**src/hw/rtl/bsit_pkg.sv**
```systemverilog
package bsit_pkg;

    // Shape kind codes. The fourth code has no meaning and is handled as no shape.
    typedef enum logic [1:0] {
        KIND_NONE   = 2'd0,
        KIND_BOX    = 2'd1,
        KIND_SPHERE = 2'd2
    } kind_t;

    // Which test an item goes through.
    typedef enum logic [1:0] {
        MODE_NONE    = 2'd0,
        MODE_BOX_BOX = 2'd1,
        MODE_SPH_SPH = 2'd2,
        MODE_BOX_SPH = 2'd3
    } mode_t;

    localparam int KIND_W   = 2;
    localparam int CENTER_W = 16;
    localparam int EXTENT_W = 15;
    localparam int AXES     = 3;
    // Magnitude of a center difference, and sum of two extents.
    localparam int DIST_W   = CENTER_W;
    localparam int SQ_W     = 2 * DIST_W;
    localparam int SUM_W    = SQ_W + 2;

    localparam int APB_ADDR_W = 5;
    localparam int APB_DATA_W = 32;

    // Register indexes (byte address is four times the index).
    localparam logic [2:0] REG_OWN_KIND     = 3'd0;
    localparam logic [2:0] REG_OWN_CENTER_X = 3'd1;
    localparam logic [2:0] REG_OWN_CENTER_Y = 3'd2;
    localparam logic [2:0] REG_OWN_CENTER_Z = 3'd3;
    localparam logic [2:0] REG_OWN_EXTENT_X = 3'd4;
    localparam logic [2:0] REG_OWN_EXTENT_Y = 3'd5;
    localparam logic [2:0] REG_OWN_EXTENT_Z = 3'd6;

    localparam logic [EXTENT_W-1:0] EXTENT_RESET = 15'd128;

    typedef struct packed {
        logic [KIND_W-1:0]                  kind;
        logic [AXES-1:0][CENTER_W-1:0]      center;
        logic [AXES-1:0][EXTENT_W-1:0]      extent;
    } shape_t;

endpackage

```
**src/hw/rtl/bsit_if.sv**
```systemverilog
interface bsit_query_if;
    logic                valid;
    logic                ready;
    logic [1:0]          query_kind;
    logic signed [15:0]  query_center_x;
    logic signed [15:0]  query_center_y;
    logic signed [15:0]  query_center_z;
    logic [14:0]         query_extent_x;
    logic [14:0]         query_extent_y;
    logic [14:0]         query_extent_z;

    modport source (
        output valid, query_kind, query_center_x, query_center_y, query_center_z,
               query_extent_x, query_extent_y, query_extent_z,
        input  ready
    );
    modport sink (
        input  valid, query_kind, query_center_x, query_center_y, query_center_z,
               query_extent_x, query_extent_y, query_extent_z,
        output ready
    );
endinterface

interface bsit_result_if;
    logic valid;
    logic ready;
    logic hit;

    modport source (output valid, hit, input ready);
    modport sink (input valid, hit, output ready);
endinterface

```
**src/hw/rtl/bsit_cfg.sv**
```systemverilog
module bsit_cfg (
    input  logic                              clk,
    input  logic                              rst_n,
    input  logic                              psel,
    input  logic                              penable,
    input  logic                              pwrite,
    input  logic [bsit_pkg::APB_ADDR_W-1:0]   paddr,
    input  logic [bsit_pkg::APB_DATA_W-1:0]   pwdata,
    output logic [bsit_pkg::APB_DATA_W-1:0]   prdata,
    output logic                              pready,
    output bsit_pkg::shape_t                  own_shape
);
    import bsit_pkg::*;

    logic [KIND_W-1:0]             kind_reg;
    logic [AXES-1:0][CENTER_W-1:0] center_reg;
    logic [AXES-1:0][EXTENT_W-1:0] extent_reg;
    logic                          wr_en;
    logic [2:0]                    reg_idx;

    assign pready  = 1'b1;
    assign wr_en   = psel & penable & pwrite;
    assign reg_idx = paddr[APB_ADDR_W-1:2];

    always_ff @(posedge clk or negedge rst_n)
    begin
        if (!rst_n)
        begin
            kind_reg   <= KIND_NONE;
            center_reg <= '0;
            extent_reg <= {AXES{EXTENT_RESET}};
        end
        else if (wr_en)
        begin
            case (reg_idx)
                REG_OWN_KIND:     kind_reg      <= pwdata[KIND_W-1:0];
                REG_OWN_CENTER_X: center_reg[0] <= pwdata[CENTER_W-1:0];
                REG_OWN_CENTER_Y: center_reg[1] <= pwdata[CENTER_W-1:0];
                REG_OWN_CENTER_Z: center_reg[2] <= pwdata[CENTER_W-1:0];
                REG_OWN_EXTENT_X: extent_reg[0] <= pwdata[EXTENT_W-1:0];
                REG_OWN_EXTENT_Y: extent_reg[1] <= pwdata[EXTENT_W-1:0];
                REG_OWN_EXTENT_Z: extent_reg[2] <= pwdata[EXTENT_W-1:0];
                default:          ;
            endcase
        end
    end

    always_comb
    begin
        case (reg_idx)
            REG_OWN_KIND:     prdata = {{(APB_DATA_W-KIND_W){1'b0}}, kind_reg};
            REG_OWN_CENTER_X: prdata = {{(APB_DATA_W-CENTER_W){center_reg[0][CENTER_W-1]}},
                                        center_reg[0]};
            REG_OWN_CENTER_Y: prdata = {{(APB_DATA_W-CENTER_W){center_reg[1][CENTER_W-1]}},
                                        center_reg[1]};
            REG_OWN_CENTER_Z: prdata = {{(APB_DATA_W-CENTER_W){center_reg[2][CENTER_W-1]}},
                                        center_reg[2]};
            REG_OWN_EXTENT_X: prdata = {{(APB_DATA_W-EXTENT_W){1'b0}}, extent_reg[0]};
            REG_OWN_EXTENT_Y: prdata = {{(APB_DATA_W-EXTENT_W){1'b0}}, extent_reg[1]};
            REG_OWN_EXTENT_Z: prdata = {{(APB_DATA_W-EXTENT_W){1'b0}}, extent_reg[2]};
            default:          prdata = '0;
        endcase
    end

    assign own_shape.kind   = kind_reg;
    assign own_shape.center = center_reg;
    assign own_shape.extent = extent_reg;

endmodule

```
**src/hw/rtl/bsit_core.sv**
```systemverilog
module bsit_core (
    input  logic              clk,
    input  logic              rst_n,
    input  bsit_pkg::shape_t  own_shape,
    bsit_query_if.sink        query,
    bsit_result_if.source     result
);
    import bsit_pkg::*;

    // Stage valids and advance enables; each stage moves when empty or when
    // the stage after it moves.
    logic v1_reg, v2_reg, v3_reg, out_valid_reg;
    logic adv1, adv2, adv3, adv_out;

    // Stage 1: registered query.
    shape_t q_reg;

    // Stage 2: per-axis distances and the radius.
    mode_t                       mode2_reg, mode2_next;
    logic                        bb2_reg, bb2_next;
    logic [AXES-1:0][DIST_W-1:0] val2_reg, val2_next;
    logic [DIST_W-1:0]           rad2_reg, rad2_next;

    // Stage 3: squares.
    mode_t                       mode3_reg;
    logic                        bb3_reg;
    logic [AXES-1:0][SQ_W-1:0]   sq3_reg;
    logic [SQ_W-1:0]             rsq3_reg;

    // Output stage.
    logic hit_reg, hit_next;

    logic                        own_box, own_sph, q_box, q_sph;
    logic [AXES-1:0]             bb_ok;
    logic signed [CENTER_W:0]    diff     [AXES];
    logic [DIST_W-1:0]           absd     [AXES];
    logic [DIST_W-1:0]           box_ext  [AXES];
    logic [DIST_W-1:0]           ext_sum  [AXES];
    logic [DIST_W-1:0]           gap      [AXES];
    logic [SUM_W-1:0]            sq_sum;
    logic [SUM_W-1:0]            rsq_ext;

    assign adv_out     = !out_valid_reg || result.ready;
    assign adv3        = !v3_reg || adv_out;
    assign adv2        = !v2_reg || adv3;
    assign adv1        = !v1_reg || adv2;
    assign query.ready = adv1;

    assign result.valid = out_valid_reg;
    assign result.hit   = hit_reg;

    always_ff @(posedge clk or negedge rst_n)
    begin
        if (!rst_n)
        begin
            v1_reg        <= 1'b0;
            v2_reg        <= 1'b0;
            v3_reg        <= 1'b0;
            out_valid_reg <= 1'b0;
        end
        else
        begin
            if (adv1)
                v1_reg <= query.valid;
            if (adv2)
                v2_reg <= v1_reg;
            if (adv3)
                v3_reg <= v2_reg;
            if (adv_out)
                out_valid_reg <= v3_reg;
        end
    end

    always_ff @(posedge clk)
    begin
        if (adv1)
        begin
            q_reg.kind      <= query.query_kind;
            q_reg.center[0] <= query.query_center_x;
            q_reg.center[1] <= query.query_center_y;
            q_reg.center[2] <= query.query_center_z;
            q_reg.extent[0] <= query.query_extent_x;
            q_reg.extent[1] <= query.query_extent_y;
            q_reg.extent[2] <= query.query_extent_z;
        end
        if (adv2)
        begin
            mode2_reg <= mode2_next;
            bb2_reg   <= bb2_next;
            val2_reg  <= val2_next;
            rad2_reg  <= rad2_next;
        end
        if (adv3)
        begin
            mode3_reg <= mode2_reg;
            bb3_reg   <= bb2_reg;
            for (int i = 0; i < AXES; i++)
                sq3_reg[i] <= val2_reg[i] * val2_reg[i];
            rsq3_reg  <= rad2_reg * rad2_reg;
        end
        if (adv_out)
            hit_reg <= hit_next;
    end

    // Stage 2 logic: pick the test, then per axis the center distance,
    // the box-box overlap and the gap outside the box.
    always_comb
    begin
        own_box = (own_shape.kind == KIND_BOX);
        own_sph = (own_shape.kind == KIND_SPHERE);
        q_box   = (q_reg.kind == KIND_BOX);
        q_sph   = (q_reg.kind == KIND_SPHERE);

        if (own_box && q_box)
            mode2_next = MODE_BOX_BOX;
        else if (own_sph && q_sph)
            mode2_next = MODE_SPH_SPH;
        else if ((own_box && q_sph) || (own_sph && q_box))
            mode2_next = MODE_BOX_SPH;
        else
            mode2_next = MODE_NONE;

        for (int i = 0; i < AXES; i++)
        begin
            diff[i] = $signed({own_shape.center[i][CENTER_W-1], own_shape.center[i]})
                    - $signed({q_reg.center[i][CENTER_W-1], q_reg.center[i]});
            absd[i] = diff[i][CENTER_W] ? DIST_W'(-diff[i]) : diff[i][DIST_W-1:0];
            ext_sum[i] = {1'b0, own_shape.extent[i]} + {1'b0, q_reg.extent[i]};
            bb_ok[i]   = absd[i] < ext_sum[i];
            box_ext[i] = own_box ? {1'b0, own_shape.extent[i]} : {1'b0, q_reg.extent[i]};
            gap[i]     = (absd[i] > box_ext[i]) ? absd[i] - box_ext[i] : '0;
            val2_next[i] = (mode2_next == MODE_SPH_SPH) ? absd[i] : gap[i];
        end
        bb2_next = &bb_ok;

        if (mode2_next == MODE_SPH_SPH)
            rad2_next = ext_sum[0];
        else if (own_box)
            rad2_next = {1'b0, q_reg.extent[0]};
        else
            rad2_next = {1'b0, own_shape.extent[0]};
    end

    // Output stage: box-box overlap, or sum of squares vs squared radius.
    always_comb
    begin
        sq_sum  = SUM_W'(sq3_reg[0]) + SUM_W'(sq3_reg[1]) + SUM_W'(sq3_reg[2]);
        rsq_ext = SUM_W'(rsq3_reg);
        case (mode3_reg)
            MODE_BOX_BOX: hit_next = bb3_reg;
            MODE_SPH_SPH: hit_next = sq_sum < rsq_ext;
            MODE_BOX_SPH: hit_next = sq_sum <= rsq_ext;
            default:      hit_next = 1'b0;
        endcase
    end

endmodule

```
**src/hw/rtl/box_sphere_intersect_test_unit.sv**
```systemverilog
// Box/sphere intersection test against one reference shape held in registers.
// Throughput: one query per cycle through a four-register pipeline
// (input, distance, squaring, compare); the hit flag comes from the compare
// register, and a stalled result backs up stage by stage.
// Reset: rst_n is asynchronous and empties the pipeline; the reference shape
// returns to kind none, centers zero and extents 128.
module box_sphere_intersect_test_unit (
    input  logic                              clk,
    input  logic                              rst_n,
    input  logic                              psel,
    input  logic                              penable,
    input  logic                              pwrite,
    input  logic [bsit_pkg::APB_ADDR_W-1:0]   paddr,
    input  logic [bsit_pkg::APB_DATA_W-1:0]   pwdata,
    output logic [bsit_pkg::APB_DATA_W-1:0]   prdata,
    output logic                              pready,
    bsit_query_if.sink                        query,
    bsit_result_if.source                     result
);
    import bsit_pkg::*;

    shape_t own_shape;

    bsit_cfg u_cfg (
        .clk       (clk),
        .rst_n     (rst_n),
        .psel      (psel),
        .penable   (penable),
        .pwrite    (pwrite),
        .paddr     (paddr),
        .pwdata    (pwdata),
        .prdata    (prdata),
        .pready    (pready),
        .own_shape (own_shape)
    );

    bsit_core u_core (
        .clk       (clk),
        .rst_n     (rst_n),
        .own_shape (own_shape),
        .query     (query),
        .result    (result)
    );

endmodule

```
**src/flat_wrapper.sv**
```systemverilog
// flat-port wrapper written by rule: the top's interface ports become plain ports
module box_sphere_intersect_test_unit_flat import bsit_pkg::*;
  (clk, rst_n, psel, penable, pwrite, paddr, pwdata, prdata, pready, query_valid, query_query_kind, query_query_center_x, query_query_center_y, query_query_center_z, query_query_extent_x, query_query_extent_y, query_query_extent_z, query_ready, result_valid, result_hit, result_ready);
  bsit_query_if query_i ();
  bsit_result_if result_i ();
  input  logic clk;
  input  logic rst_n;
  input  logic psel;
  input  logic penable;
  input  logic pwrite;
  input  logic [bsit_pkg::APB_ADDR_W-1:0] paddr;
  input  logic [bsit_pkg::APB_DATA_W-1:0] pwdata;
  output logic [bsit_pkg::APB_DATA_W-1:0] prdata;
  output logic pready;
  input wire logic [$bits(query_i.valid)-1:0] query_valid;
  input wire logic [$bits(query_i.query_kind)-1:0] query_query_kind;
  input wire logic [$bits(query_i.query_center_x)-1:0] query_query_center_x;
  input wire logic [$bits(query_i.query_center_y)-1:0] query_query_center_y;
  input wire logic [$bits(query_i.query_center_z)-1:0] query_query_center_z;
  input wire logic [$bits(query_i.query_extent_x)-1:0] query_query_extent_x;
  input wire logic [$bits(query_i.query_extent_y)-1:0] query_query_extent_y;
  input wire logic [$bits(query_i.query_extent_z)-1:0] query_query_extent_z;
  output wire logic [$bits(query_i.ready)-1:0] query_ready;
  output wire logic [$bits(result_i.valid)-1:0] result_valid;
  output wire logic [$bits(result_i.hit)-1:0] result_hit;
  input wire logic [$bits(result_i.ready)-1:0] result_ready;
  assign query_i.valid = query_valid;
  assign query_i.query_kind = query_query_kind;
  assign query_i.query_center_x = query_query_center_x;
  assign query_i.query_center_y = query_query_center_y;
  assign query_i.query_center_z = query_query_center_z;
  assign query_i.query_extent_x = query_query_extent_x;
  assign query_i.query_extent_y = query_query_extent_y;
  assign query_i.query_extent_z = query_query_extent_z;
  assign query_ready = query_i.ready;
  assign result_valid = result_i.valid;
  assign result_hit = result_i.hit;
  assign result_i.ready = result_ready;
  box_sphere_intersect_test_unit u_core (.clk(clk), .rst_n(rst_n), .psel(psel), .penable(penable), .pwrite(pwrite), .paddr(paddr), .pwdata(pwdata), .prdata(prdata), .pready(pready), .query(query_i), .result(result_i));
endmodule
```
**config.mk**
```make
export PLATFORM = sky130hd
export DESIGN_NAME = box_sphere_intersect_test_unit_flat
export DESIGN_NICKNAME = d
export VERILOG_FILES = /design/src/hw/rtl/bsit_pkg.sv /design/src/hw/rtl/bsit_if.sv /design/src/hw/rtl/bsit_cfg.sv /design/src/hw/rtl/bsit_core.sv /design/src/hw/rtl/box_sphere_intersect_test_unit.sv /design/src/flat_wrapper.sv
export SDC_FILE = /design/constraint.sdc
export NUM_CORES = 2
export LEC_CHECK = 0
export ABC_AREA = 1
export BUFFER_PORTS_ARGS = -buffer_cell sky130_fd_sc_hd__buf_2
export CAP_MARGIN = 20
export CORE_ASPECT_RATIO = 0.7
export CORE_MARGIN = 2
export CORE_UTILIZATION = 45
export CTS_CLUSTER_DIAMETER = 100
export DETAILED_ROUTE_END_ITERATION = 10
export GPL_ROUTABILITY_DRIVEN = 1
export SYNTH_ARGS = -nofsm -noshare
export SYNTH_HDL_FRONTEND = slang
export SYNTH_SLANG_ARGS = --single-unit
```
**constraint.sdc**
```tcl
create_clock -name clk -period 21.3 [get_ports clk]
set_clock_uncertainty 0.2 [all_clocks]
set_input_delay 4.26 -clock clk [delete_from_list [all_inputs] [get_ports clk]]
set_output_delay 4.26 -clock clk [all_outputs]
set_load 0.01 [all_outputs]
```
## After elaboration in Yosys (flattened, before gate mapping)

Index checks and enable logic that the tools add are counted.

- Flip-flop bits (word level): 393
- Input port bits: 139
- Output and inout bits: 36
- Logic and storage cells: 114

- $add $sub $neg: 14
- Multipliers: 4
- $lt $le $gt $ge: 8
- Eq/ne operators: 14
- Mux-type cells: 19
- Bitwise gates (word level): 2
- Reduce and logical (&&, ||, !) cells: 22

Operators with widths:

| operator | number |
|---|---|
| $pmux W32 S7 | 1 |
| $mux W16 | 10 |
| $mul A16 B16 Y32 | 4 |
| $mux W15 | 4 |
| $sub A16 B16 Y17 | 3 |
| $add A15 B15 Y16 | 3 |
| $gt A16 B15 Y1 | 3 |
| $lt A16 B16 Y1 | 3 |
| $neg A16 Y16 | 3 |
| $sub A16 B15 Y16 | 3 |
| $add A33 B32 Y34 | 1 |
| $le A34 B32 Y1 | 1 |
| $lt A34 B32 Y1 | 1 |
| $add A32 B32 Y33 | 1 |
| $reduce_and A2 Y1 | 7 |
| $eq A2 B2 Y1 const B | 5 |
| $eq A3 B3 Y1 const B | 3 |
| $eq A2 B1 Y1 const B | 3 |
| $eq A3 B2 Y1 const B | 2 |
| $mux W2 | 3 |
| $logic_or A1 B1 Y1 | 5 |
| $logic_and A1 B1 Y1 | 4 |
| $logic_not A1 Y1 | 4 |
| $eq A3 B1 Y1 const B | 1 |
| 4 further kinds | 5 |

## Longest topological paths before layout

- Word-level depth: 8
- Depth in mapped cells: 33
- Depth with buffers taken out: 31

## Hierarchy

From an unflattened synthesis, not the netlist that was laid out.

- Cells, all modules: 6,932
- Area total of the unflattened synthesis: 56,842.0 sq um

Modules (own cells, without submodules):

| module | times used | cells an instance | area each (sq um) | seq. area each (sq um) |
|---|---|---|---|---|
| bsit_core | 1 | 6,293 | 51,858.5 | 8,808.4 |
| bsit_cfg | 1 | 639 | 4,983.5 | 2,381.0 |

## Worst setup path before layout

No wires, ideal clock.

- Path type: input port to output port
- Start point: in result_ready
- End point: out query_ready
- Data arrival time: 9.312 ns
- Data required time: 16.840 ns
- Path slack: 7.528 ns
- Cell stages on the path: 6
- Path buffers: 0
- Path through: nor2_1 > inv_1 > nor2_1 > inv_1 > nor2_1 > nand2_1

- Word-level cells in the longest chain between the ends: 4

Ends and longest elaborated chain:

| item | RTL line | source |
|---|---|---|
| start: declaration | flat_wrapper.sv:26 | `input wire logic [$bits(result_i.ready)-1:0] result_ready;` |
| $logic_or A1 B1 Y1 | bsit_core.sv:43 | `assign adv_out = !out_valid_reg \|\| result.ready;` |
| net u_core.u_core.adv_out | bsit_core.sv:13 | `logic adv1, adv2, adv3, adv_out;` |
| $logic_or A1 B1 Y1 | bsit_core.sv:44 | `assign adv3 = !v3_reg \|\| adv_out;` |
| net u_core.u_core.adv3 | bsit_core.sv:13 |  |
| $logic_or A1 B1 Y1 | bsit_core.sv:45 | `assign adv2 = !v2_reg \|\| adv3;` |
| $logic_or A1 B1 Y1 | bsit_core.sv:46 | `assign adv1 = !v1_reg \|\| adv2;` |
| end: declaration | flat_wrapper.sv:23 | `output wire logic [$bits(query_i.ready)-1:0] query_ready;` |

The timed path passes the listed nets, and every way through them passes these cells.

## Worst setup path after layout

- Start point: in paddr[4] in the netlist's numbering
- End point: out prdata[9] in the netlist's numbering

- Word-level cells in the longest chain between the ends: 2
- Elaborated cells between the ends (all ways): 8
- Classes of those cells: eq/ne (6); mux (1); reduce/logical (1)

Ends and longest elaborated chain:

| item | RTL line | source |
|---|---|---|
| start: declaration | flat_wrapper.sv:11 | `input logic [bsit_pkg::APB_ADDR_W-1:0] paddr;` |
| $eq A3 B3 Y1 (tied with other cells) | bsit_cfg.sv:50 | `case (reg_idx)` |
| $pmux W32 S7 (*) | bsit_cfg.sv:50 |  |
| end: declaration | flat_wrapper.sv:13 | `output logic [bsit_pkg::APB_DATA_W-1:0] prdata;` |

Every way passes the cells marked *; elsewhere a longest branch is shown, timed or not.

==> results.py <==
metrics = {
    "critical_path": {
        "arrival_ns": 6.14,
        "worst_setup_path_end_kind": "primary output",
        "crit_type": "in2out",
        "regToRegSetupSlack_ns": 14.36,
        "crit_required_ns": 16.84,
        "critPathMaxFanout": 11,
        "start_kind": "input pin",
    },
    "detailed_routing": {
        "wl_met2_um": 62300,
        "dr.first_iter.drc_count": 3422,
        "drc_errors": 0,
        "vias": 42595,
        "viasPerCell": 5.08,
        "top_layer_used": "met5",
        "drt_first_pass_iters": 6,
        "ant_nets": 0,
        "wl_per_cell_um": 17.8,
        "met1_length_um": 73200,
        "wl_met3_um": 11200,
        "totalWireLength_um": 149000,
    },
    "grt": {
        "gr-usage-all-layers_pct": 24.2,
        "antenna_found_initial": 6,
        "grt_pass1_wl_um": 240000,
        "grt_pass1_vias": 42520,
        "gr-total-overflow": 0,
        "grt_max_degree": 88,
    },
    "clocking": {
        "ctsResizeCount": 0,
        "clk_latency_ns": 0.65,
        "root_buffer": "clkbuf_16",
        "cts_tree": "yes",
        "clock_path_buffers": 3,
        "cts_setup_buffers": 0,
        "cts-hold-fix-buffers": 0,
        "cts_max_level": 2,
        "path_clk_slew_ns": 0.06,
        "cts_sinks": 389,
        "cts_buffers": 43,
    },
    "synth": {
        "yosysMostFrequentCell": "inv_1",
        "synth-edff-count": 290,
        "ys_async_sr_fraction_pct": 25.4,
        "ys_ff_latch": 389,
        "yosys.area.top_type": "fa_1",
        "synthTopCellsByCount": "1599 x inv_1, 1404 x nand2_1, 697 x fa_1, 642 x ha_1, 342 x a21oi_1",
        "yosys-top-cells-area": "fa_1 25%, edfxtp_1 16%, ha_1 14%, inv_1 11%, nand2_1 9.5%",
        "ys_seq_area_share_pct": 20.2,
        "synthFlopType": "edfxtp_1",
        "synthDistinctLibCells": 60,
        "synth-warning-count": 0,
        "synth_top_area_share_pct": 25.2,
        "synth_area_um2": 55500,
        "syn_area_per_cell_um2": 8.32,
        "netlist_instances": 6667,
    },
    "sta": {
        "tns_ns": 0,
        "setup_viol": 0,
        "rsz0062_at_grt": "false",
        "tightest_slew_ns": 1.05,
        "timing_hold_violations_final": 0,
        "finalCriticalPeriod_ns": 10.60,
        "finalMaxSlewViolations": 0,
        "timing.slew.headroom_pct": 29.8,
        "whs_ns": 0.222,
        "fin_crit_sh_pct": 49.8,
        "worst_slack_ns": 10.70,
        "fmax_ghz": 0.0943,
    },
    "job": {
        "drv_cap": 0,
    },
    "status": {
        "outcome": "complete, no violations",
    },
    "floorplanning": {
        "fp.dieW_um": 424,
        "initial_utilization_pct": 45.5,
        "row_count": 107,
        "die_area_um2": 126000,
        "io_pins": 175,
        "core_area_um2": 122000,
        "die_y_um": 298,
    },
    "place": {
        "io_buffers": 155,
        "pre_cts_slack_ns": 10.80,
        "dp_hpwl_um": 125000,
        "gp_congestion": 0.978,
    },
    "cells_and_area": {
        "fillers": 11879,
        "multiInputGateArea_um2": 37500,
        "ff_latch_area_um2": 11200,
        "synthToLayoutAreaGrowth_pct": 6.71,
        "nets": 8184,
        "largest_register_ffs": 95,
        "post-route-util_pct": 48.5,
        "layout-drive-gt1-share_pct": 5.18,
    },
    "min_path": {
        "hold_path.class": "reg2reg",
    },
}
[per-stage QoR]
stage | cells | instance area [um2]
finish | 8379 | 59200
global route | 8378 | 59200
CTS | 8375 | 59200
detailed placement | 8295 | 57700
global placement | 8295 | 57700
floorplan | 6668 | 55500
[per-layer routing]
layer,track usage [%],up-vias
met5,0,-
met4,4.13,4
met3,4.17,132
met2,35.9,1206
met1,37.3,20487
li1,-,20766
[cell usage in the layout, fill, tap and decap left out, types with 46 or more instances in the layout]
cell       count
nor2_1       271
xor2_1       164
nor3_1        46
xnor2_1      101
nand3_1      177
fa_1         697
buf_2        154
clkbuf_16     47
edfxtp_1     290
a21oi_1      342
dfrtp_1       96
ha_1         642
nand2_1     1403
inv_1       1596
o21ai_0      306
[worst max-delay path: stages]
cell      delay (ns)
buf_2           0.15
inv_1           0.08
nor3_1          0.53
inv_1           0.38
o221ai_1        0.51
buf_2           0.23
[cell families after synthesis]
family / after synthesis / synth area share, %
other: 2 / 0.0135
adder cells (fa/ha/maj): 1339 / 39.6
flip-flops: 389 / 20.2
AND/OR/NAND/NOR: 2037 / 15.1
XOR/XNOR: 271 / 4.36
AO/OA/AOI/OAI: 838 / 8.41
buffers and inverters: 1791 / 12.3
[final timing paths]
check                                           start                    endpoint  cells after the start
min in group asynchronous                       rst_n  u_core.u_cfg.own_shape[85]                      1
max in group asynchronous                       rst_n        u_core.u_core.v2_reg                      2
min reg2reg                u_core.u_core.mode2_reg[1]  u_core.u_core.mode3_reg[1]                      0
max                                          paddr[4]                   prdata[9]                      6
min                        u_core.u_core.mode2_reg[1]  u_core.u_core.mode3_reg[1]                      0
max reg2reg                u_core.u_core.val2_reg[35]   u_core.u_core.sq3_reg[92]                     19
[layout make-up]
type | count | share of cell area, %
timing repair buffer | 181 | 1.65
tap | 1635 | 3.46
clock inverter | 27 | 0.435
inverter | 1603 | 10.2
clock buffer | 53 | 2.03
multi-input combinational | 4488 | 63.3
antenna | 3 | 0.0127
sequential | 389 | 18.9
Power is not shown: default switching activity piles up to over one toggle a cycle in this logic, so the estimate is an artifact.
